==> config.mk <==
export PLATFORM = sky130hd
export DESIGN_NAME = weather_telegram_decoder
export DESIGN_NICKNAME = d
export VERILOG_FILES = /design/src/design/wtd_pkg.sv /design/src/design/wtd_front.sv /design/src/design/wtd_queue.sv /design/src/design/wtd_back.sv /design/src/design/weather_telegram_decoder.sv
export SDC_FILE = /design/constraint.sdc
export NUM_CORES = 1
export LEC_CHECK = 0
export ABC_AREA = 1
export BUFFER_PORTS_ARGS = -buffer_cell sky130_fd_sc_hd__buf_2
export CAP_MARGIN = 25
export CORE_MARGIN = 8
export CORE_UTILIZATION = 60
export DETAILED_ROUTE_END_ITERATION = 6
export PLACE_DENSITY = 0.78
export SLEW_MARGIN = 20
export SYNTH_ARGS = -nofsm -noshare
export SYNTH_HDL_FRONTEND = slang
export SYNTH_HIERARCHICAL = 1
export SYNTH_SLANG_ARGS = --single-unit
==> constraint.sdc <==
create_clock -name clk -period 8.8 [get_ports clk]
set_input_delay 0.88 -clock clk [delete_from_list [all_inputs] [get_ports clk]]
set_output_delay 0.88 -clock clk [all_outputs]
set_load 0.02 [all_outputs]
==> src/design/wtd_pkg.sv <==
// shared types, constants and digit arithmetic for the weather telegram decoder
`default_nettype none

package wtd_pkg;

	localparam int TELEGRAM_BYTES_DEF = 40;
	localparam int QUEUE_DEPTH_DEF    = 2;

	localparam logic [7:0] START_BYTE = 8'h57;
	localparam logic [7:0] YES_BYTE   = 8'h4A;
	localparam logic [7:0] DIGIT_ZERO = 8'h30;

	localparam int IN_BITS  = 8;
	localparam int OUT_BITS = 80;

	// bytes and flags of one telegram that the record needs
	typedef struct packed {
		logic [7:0] temp_hund;
		logic [7:0] temp_ten;
		logic [7:0] temp_unit;
		logic [7:0] sun_tth;
		logic [7:0] sun_th;
		logic [7:0] day_hund;
		logic [7:0] day_ten;
		logic [7:0] day_unit;
		logic [7:0] wind_hund;
		logic [7:0] wind_ten;
		logic [7:0] wind_unit;
		logic       twilight;
		logic       rain;
	} frame_t;

	// unchecked digit value, -48..207
	function automatic logic signed [8:0] digit_of(input logic [7:0] b);
		return $signed({1'b0, b}) - $signed({1'b0, DIGIT_ZERO});
	endfunction

	function automatic logic [15:0] three_digits(input logic [7:0] h, input logic [7:0] t,
			input logic [7:0] u);
		logic signed [17:0] acc;
		acc = 18'(digit_of(h)) * 18'sd100 + 18'(digit_of(t)) * 18'sd10 + 18'(digit_of(u));
		return acc[15:0];
	endfunction

	function automatic logic [22:0] sunlight_of(input logic [7:0] tth, input logic [7:0] th);
		logic signed [23:0] acc;
		acc = 24'(digit_of(tth)) * 24'sd10000 + 24'(digit_of(th)) * 24'sd1000;
		return acc[22:0];
	endfunction

endpackage

`default_nettype wire

==> src/design/wtd_front.sv <==
// front end: hunts for the start byte, tracks position and captures needed bytes
`default_nettype none

module wtd_front #(
	parameter int TELEGRAM_BYTES = wtd_pkg::TELEGRAM_BYTES_DEF
) (
	input  logic            clk,
	input  logic            arst_n,
	input  logic            in_valid,
	output logic            in_ready,
	input  logic [7:0]      in_byte,
	output logic            push,
	input  logic            q_ready,
	output wtd_pkg::frame_t push_frame
);
	import wtd_pkg::*;

	localparam int PosW = $clog2(TELEGRAM_BYTES);
	localparam logic [PosW-1:0] LastPos = PosW'(TELEGRAM_BYTES - 1);

	logic            hunting_q;
	logic [PosW-1:0] pos_q;
	frame_t          frame_q;
	frame_t          frame_d;
	logic            at_last;
	logic            accept;
	logic            collect;

	assign at_last  = !hunting_q && (pos_q == LastPos);
	// only the closing byte needs room in the queue
	assign in_ready = !at_last || q_ready;
	assign accept   = in_valid && in_ready;
	assign collect  = accept && !hunting_q;
	assign push     = accept && at_last;

	always_comb begin
		frame_d = frame_q;
		unique case (pos_q)
			PosW'(2):  frame_d.temp_hund = in_byte;
			PosW'(3):  frame_d.temp_ten  = in_byte;
			PosW'(5):  frame_d.temp_unit = in_byte;
			PosW'(6):  frame_d.sun_tth   = in_byte;
			PosW'(7):  frame_d.sun_th    = in_byte;
			PosW'(12): frame_d.twilight  = (in_byte == YES_BYTE);
			PosW'(13): frame_d.day_hund  = in_byte;
			PosW'(14): frame_d.day_ten   = in_byte;
			PosW'(15): frame_d.day_unit  = in_byte;
			PosW'(16): frame_d.wind_hund = in_byte;
			PosW'(17): frame_d.wind_ten  = in_byte;
			PosW'(19): frame_d.wind_unit = in_byte;
			PosW'(20): frame_d.rain      = (in_byte == YES_BYTE);
			default:   frame_d = frame_q;
		endcase
	end

	// closing byte may itself be a captured one, so push the updated frame
	assign push_frame = frame_d;

	always_ff @(posedge clk or negedge arst_n) begin
		if (!arst_n) begin
			hunting_q <= 1'b1;
			pos_q     <= '0;
		end else if (accept) begin
			if (hunting_q) begin
				if (in_byte == START_BYTE) begin
					hunting_q <= 1'b0;
					pos_q     <= PosW'(1);
				end
			end else if (at_last) begin
				hunting_q <= 1'b1;
				pos_q     <= '0;
			end else begin
				pos_q <= pos_q + PosW'(1);
			end
		end
	end

	always_ff @(posedge clk) begin
		if (collect) begin
			frame_q <= frame_d;
		end
	end

endmodule

`default_nettype wire

==> src/design/wtd_queue.sv <==
// short queue of captured telegrams between front and back
`default_nettype none

module wtd_queue #(
	parameter int DEPTH = wtd_pkg::QUEUE_DEPTH_DEF
) (
	input  logic            clk,
	input  logic            arst_n,
	input  logic            push,
	output logic            push_ready,
	input  wtd_pkg::frame_t push_frame,
	output logic            head_valid,
	input  logic            pop,
	output wtd_pkg::frame_t head_frame
);
	import wtd_pkg::*;

	localparam int AW = (DEPTH > 1) ? $clog2(DEPTH) : 1;
	localparam int CW = $clog2(DEPTH + 1);
	localparam logic [AW-1:0] LastAddr = AW'(DEPTH - 1);

	frame_t          entry_q [DEPTH];
	logic [AW-1:0]   wr_ptr_q;
	logic [AW-1:0]   rd_ptr_q;
	logic [CW-1:0]   count_q;
	logic            do_push;
	logic            do_pop;

	assign push_ready = (count_q != CW'(DEPTH));
	assign head_valid = (count_q != '0);
	assign head_frame = entry_q[rd_ptr_q];
	assign do_push    = push && push_ready;
	assign do_pop     = pop && head_valid;

	always_ff @(posedge clk or negedge arst_n) begin
		if (!arst_n) begin
			wr_ptr_q <= '0;
			rd_ptr_q <= '0;
			count_q  <= '0;
		end else begin
			if (do_push) begin
				wr_ptr_q <= (wr_ptr_q == LastAddr) ? '0 : wr_ptr_q + AW'(1);
			end
			if (do_pop) begin
				rd_ptr_q <= (rd_ptr_q == LastAddr) ? '0 : rd_ptr_q + AW'(1);
			end
			if (do_push && !do_pop) begin
				count_q <= count_q + CW'(1);
			end else if (do_pop && !do_push) begin
				count_q <= count_q - CW'(1);
			end
		end
	end

	always_ff @(posedge clk) begin
		if (do_push) begin
			entry_q[wr_ptr_q] <= push_frame;
		end
	end

endmodule

`default_nettype wire

==> src/design/wtd_back.sv <==
// back end: turns a captured telegram into the record and holds it for the receiver
`default_nettype none

module wtd_back (
	input  logic                         clk,
	input  logic                         arst_n,
	input  logic                         head_valid,
	input  wtd_pkg::frame_t              head_frame,
	output logic                         pop,
	output logic                         out_valid,
	input  logic                         out_ready,
	output logic [wtd_pkg::OUT_BITS-1:0] out_data
);
	import wtd_pkg::*;

	logic                tvalid_q;
	logic [OUT_BITS-1:0] tdata_q;
	logic [OUT_BITS-1:0] record;

	// temperature, sunlight, twilight, daylight, wind, rain from bit 0 up
	always_comb begin
		record = '0;
		record[15:0]  = three_digits(head_frame.temp_hund, head_frame.temp_ten,
				head_frame.temp_unit);
		record[38:16] = sunlight_of(head_frame.sun_tth, head_frame.sun_th);
		record[39]    = head_frame.twilight;
		record[55:40] = three_digits(head_frame.day_hund, head_frame.day_ten,
				head_frame.day_unit);
		record[71:56] = three_digits(head_frame.wind_hund, head_frame.wind_ten,
				head_frame.wind_unit);
		record[72]    = head_frame.rain;
	end

	assign pop       = head_valid && (!tvalid_q || out_ready);
	assign out_valid = tvalid_q;
	assign out_data  = tdata_q;

	always_ff @(posedge clk or negedge arst_n) begin
		if (!arst_n) begin
			tvalid_q <= 1'b0;
		end else if (pop) begin
			tvalid_q <= 1'b1;
		end else if (out_ready) begin
			tvalid_q <= 1'b0;
		end
	end

	always_ff @(posedge clk) begin
		if (pop) begin
			tdata_q <= record;
		end
	end

endmodule

`default_nettype wire

==> src/design/weather_telegram_decoder.sv <==
// Weather telegram decoder, top level.
// Slave stream carries one received serial byte per transaction in s_axis_tdata.
// Bytes are dropped until an ASCII 'W'; that byte opens a telegram of
// TELEGRAM_BYTES bytes, and when the last one is taken one record goes out
// on the master stream, then the block hunts again.
// Throughput: one byte per cycle. The slave side only stalls on the closing byte
// of a telegram while the telegram queue (QUEUE_DEPTH entries) is full.
// The closing byte's transaction writes the queue; the record then loads into the
// output register and is valid on m_axis once that register is free.
// The output register lets the next record load in the same cycle the current
// one is taken; while the receiver stalls, records pile up in the queue and
// bytes keep flowing until a closing byte finds it full.
// Reset (arst_n low) puts the block in hunting mode and empties queue and
// output register; captured bytes are not cleared and need not be.
`default_nettype none

module weather_telegram_decoder #(
	parameter int TELEGRAM_BYTES = wtd_pkg::TELEGRAM_BYTES_DEF,
	parameter int QUEUE_DEPTH    = wtd_pkg::QUEUE_DEPTH_DEF
) (
	input  logic                         clk,
	input  logic                         arst_n,
	input  logic                         s_axis_tvalid,
	output logic                         s_axis_tready,
	input  logic [wtd_pkg::IN_BITS-1:0]  s_axis_tdata,   // [7:0] rx_byte
	output logic                         m_axis_tvalid,
	input  logic                         m_axis_tready,
	// [15:0] temperature_tenths, [38:16] sunlight_lux, [39] twilight_flag,
	// [55:40] daylight_level, [71:56] wind_tenths, [72] rain_flag, [79:73] zero
	output logic [wtd_pkg::OUT_BITS-1:0] m_axis_tdata
);
	import wtd_pkg::*;

	logic   push;
	logic   push_ready;
	frame_t push_frame;
	logic   head_valid;
	logic   pop;
	frame_t head_frame;

	wtd_front #(
		.TELEGRAM_BYTES(TELEGRAM_BYTES)
	) u_front (
		.clk       (clk),
		.arst_n    (arst_n),
		.in_valid  (s_axis_tvalid),
		.in_ready  (s_axis_tready),
		.in_byte   (s_axis_tdata),
		.push      (push),
		.q_ready   (push_ready),
		.push_frame(push_frame)
	);

	wtd_queue #(
		.DEPTH(QUEUE_DEPTH)
	) u_queue (
		.clk       (clk),
		.arst_n    (arst_n),
		.push      (push),
		.push_ready(push_ready),
		.push_frame(push_frame),
		.head_valid(head_valid),
		.pop       (pop),
		.head_frame(head_frame)
	);

	wtd_back u_back (
		.clk       (clk),
		.arst_n    (arst_n),
		.head_valid(head_valid),
		.head_frame(head_frame),
		.pop       (pop),
		.out_valid (m_axis_tvalid),
		.out_ready (m_axis_tready),
		.out_data  (m_axis_tdata)
	);

endmodule

`default_nettype wire

==> out/metrics.cfg <==
[grt]
grtUsageTotal_pct=20.5
antenna_found_initial=1
grt_max_degree=73
overflow=0
grt_pass1_wl_microns=80100
grt_pass1_vias=16664

[synth]
synth_edf_count=340
post-synth-top-area-cell=edfxtp_1
yosys-top-cells-area=edfxtp_1 (42%), ha_1 (15%), nand2_1 (9.2%)
yosysUniqueCellTypes=50
async_flop_share_pct=3.41
synth-seq-cells=352
synthXorXnorAreaFrac_pct=5.41
yosysSeqAreaShare_pct=42.8
synth-compound-area-share_pct=6.57
synth_ff_type=edfxtp_1
synth_top_family_by_area=adder cells
netlist_instances=2427
yosysWarningCount=6
synth-simple-area-share_pct=13.8
synthAdderAreaFrac_pct=23.9
synth.top_cell.area_share_pct=41.5
synth_mux_area_share_pct=0
avgSynthCellArea_sq_um=10.1
synth_area_sq_um=24600

[final_layout]
fillers=3093
fin_util_pct=65.7
area_growth_syn_to_layout_pct=8.67
mostFrequentLayoutCells=nand2_1 (604), inv_1 (382), edfxtp_1 (340), ha_1 (291), fa_1 (112)
register_area_sq_um=10500
antenna_cells=0
layout_commonest_cell=nand2_1
nNetsFinal=2937
multiInputGateArea_sq_um=12300
drive_gt1_share_pct=9.29

[clocking]
hold_buffers=0
clk_latency_ns=0.55
cts_tree=done
htreeDepth=2
clkSlewWorstSetupHoldPaths_ns=0.07
post_cts_buffers=0
numCtsBuffers=38
cts_resized=0
clock_sinks=352
cts_buffer_depth=3
root_buffer=clkbuf_16

[outcome]
status=complete, no violations

[timing]
tightest_slew_ns=1.04
finalHoldViolCount=0
clock_skew_ns=0.0199
setup_viol_count_final=0
slew_headroom_pct=30.4
fin_crit_sh_pct=82.9
min_period_ns=7.29
fin_tns_setup_ns=0
drv_slew=0
rsz0062_at_grt=false
fmax_mhz=137

[pwr]
ir_worst_vdd_mv=0.162
power_frac_seq_pct=41.3
combPwrFrac_pct=28.1
netSwitchingFraction_pct=31.7
clkPwrFrac_pct=30.6
p_switching_uw=1670
leakagePower_uw=0.0126
intPower_uw=3610
p_per_area_nw_per_um2=198

[floorplanning]
io-pin-count=94
die_area_sq_um=47700
fp-row-count=74
core_region_area_sq_um=40600
die_h_microns=218
die_x_microns=218
start_util_pct=60.5

[route]
postRouteAntennaNets=0
first_pass_iters=5
drt-total-wl_microns=48800
drtIter0Drc=954
remaining_drc_errors=0
wl_per_cell_microns=15.8
avgViaCountPerCell=5.34
vias=16472

[setup_path]
endpoint_kind=flop
path_class=reg2reg
critPathMaxStageDelay_ns=0.63
critPathArrivalTime_ns=7.61
cp_max_fo=38
crit_required_ns=9.11
crit_slowest_cell=inv_2
cp-start-kind=flop
cp_common_cell=nand2_1

[run]
cap_violations=0

[placed_design]
io_buffers=83
dp_hpwl_microns=35300
place_congestion=0.877

[hold_path]
holdCritPathClass=in2async

metal layers:
layer  global-route usage [%]  share of wire, %
met1                     26.3                43
met2                     36.0                50
met3                     2.54               5.2
met4                     5.91               2.4
met5                        0             0.016
final timing paths:
check                                               start                        endpoint  slack, ns  cells past startpoint
max                          u_queue/rd_ptr_q$_DFFE_PN0P_   u_back/out_data[38]$_DFFE_PP_       1.51                     33
min                                                arst_n    u_queue/wr_ptr_q$_DFFE_PN0P_       0.23                      1
max reg2reg                  u_queue/rd_ptr_q$_DFFE_PN0P_   u_back/out_data[38]$_DFFE_PP_       1.51                     33
min reg2reg                u_queue/count_q[1]$_DFFE_PN0P_  u_queue/count_q[1]$_DFFE_PN0P_       0.50                      2
max in group asynchronous                          arst_n   u_front/hunting_q$_DFFE_PN1P_       8.28                      1
min in group clk           u_queue/count_q[1]$_DFFE_PN0P_  u_queue/count_q[1]$_DFFE_PN0P_       0.50                      2
power groups by stage:
stage          Combinational [uW]  Clock [uW]  Sequential [uW]
2_1_floorplan                1130           0             2240
3_3_place_gp                 1420           0             2210
3_5_place_dp                 1470           0             2220
4_1_cts                      1490        1650             2180
5_1_grt                      1690        1710             2190
6_report                     1490        1620             2180
worst max-delay path: cells and delay by family (launching register included):
| kind | cells | cell delay [ns] |
|---|---|---|
| adder cells (fa/ha/maj) | 7 | 2.91 |
| AND/OR/NAND/NOR | 16 | 1.71 |
| buffers and inverters | 7 | 1.19 |
| flip-flops | 1 | 0.62 |
| XOR/XNOR | 2 | 0.37 |
| AO/OA/AOI/OAI | 1 | 0.25 |
state kept, by name, summed over array words and instances, names as in the netlist:
name,cells
u_queue/count_q,2
u_front/frame_q,90
u_front/hunting_q,1
u_queue/entry_q,180
u_front/pos_q,6
u_back/out_data,70
u_back/out_valid,1
u_queue/rd_ptr_q,1
u_queue/wr_ptr_q,1
synth_stat cells (2+ instances only):
cell type / instances
nand2_1: 604
dfrtp_1: 11
o21a_1: 3
xor2_1: 92
nor2_4: 5
inv_1: 382
o21ai_1: 29
xnor2_1: 58
o21ai_2: 18
nand3_1: 52
nor3_1: 14
a31oi_1: 10
clkbuf_1: 8
a21boi_1: 2
nor2_1: 52
nand3b_1: 6
buf_2: 12
nor2_2: 2
fa_1: 112
nand3_4: 3
clkbuf_8: 9
nor4_1: 2
o21ai_0: 91
nand2_2: 22
or2_2: 2
buf_4: 12
a21o_1: 12
buf_6: 8
inv_2: 5
edfxtp_1: 340
a21oi_1: 98
nand4_1: 18
nand3_2: 14
o21bai_1: 13
ha_1: 291
kinds of logic after synthesis:
logic type      Yosys count
compound gates          285
xor+xnor                151
fa+ha+maj               403
buf+inv                 438
flops                   352
other cells               1
simple gates            797
final cells by class:
type | instances | area share, %
multi-input cells | 1647 | 46.0
flip-flops and latches | 352 | 39.4
inverters | 389 | 5.48
clock buffers | 48 | 4.01
well taps | 532 | 2.49
repair buffers | 94 | 1.91
clock inverters | 21 | 0.745
through the flow:
| stage | power, uW | instances | cell area (sq um) | hold slack (ns) | setup WS [ns] |
|---|---|---|---|---|---|
| global route | 5590 | 3083 | 26700 | 0.233 | 0.982 |
| detailed placement | 3690 | 3012 | 25400 | 0.491 | 1.56 |
| CTS | 5320 | 3081 | 26700 | 0.214 | 1.53 |
| finish | 5290 | 3083 | 26700 | 0.227 | 1.51 |
| global placement | 3630 | 3012 | 25400 | 0.483 | 1.77 |
| floorplan | 3370 | 2437 | 24600 | 0.462 | 2.54 |
Power figures use the tool's default switching activity.
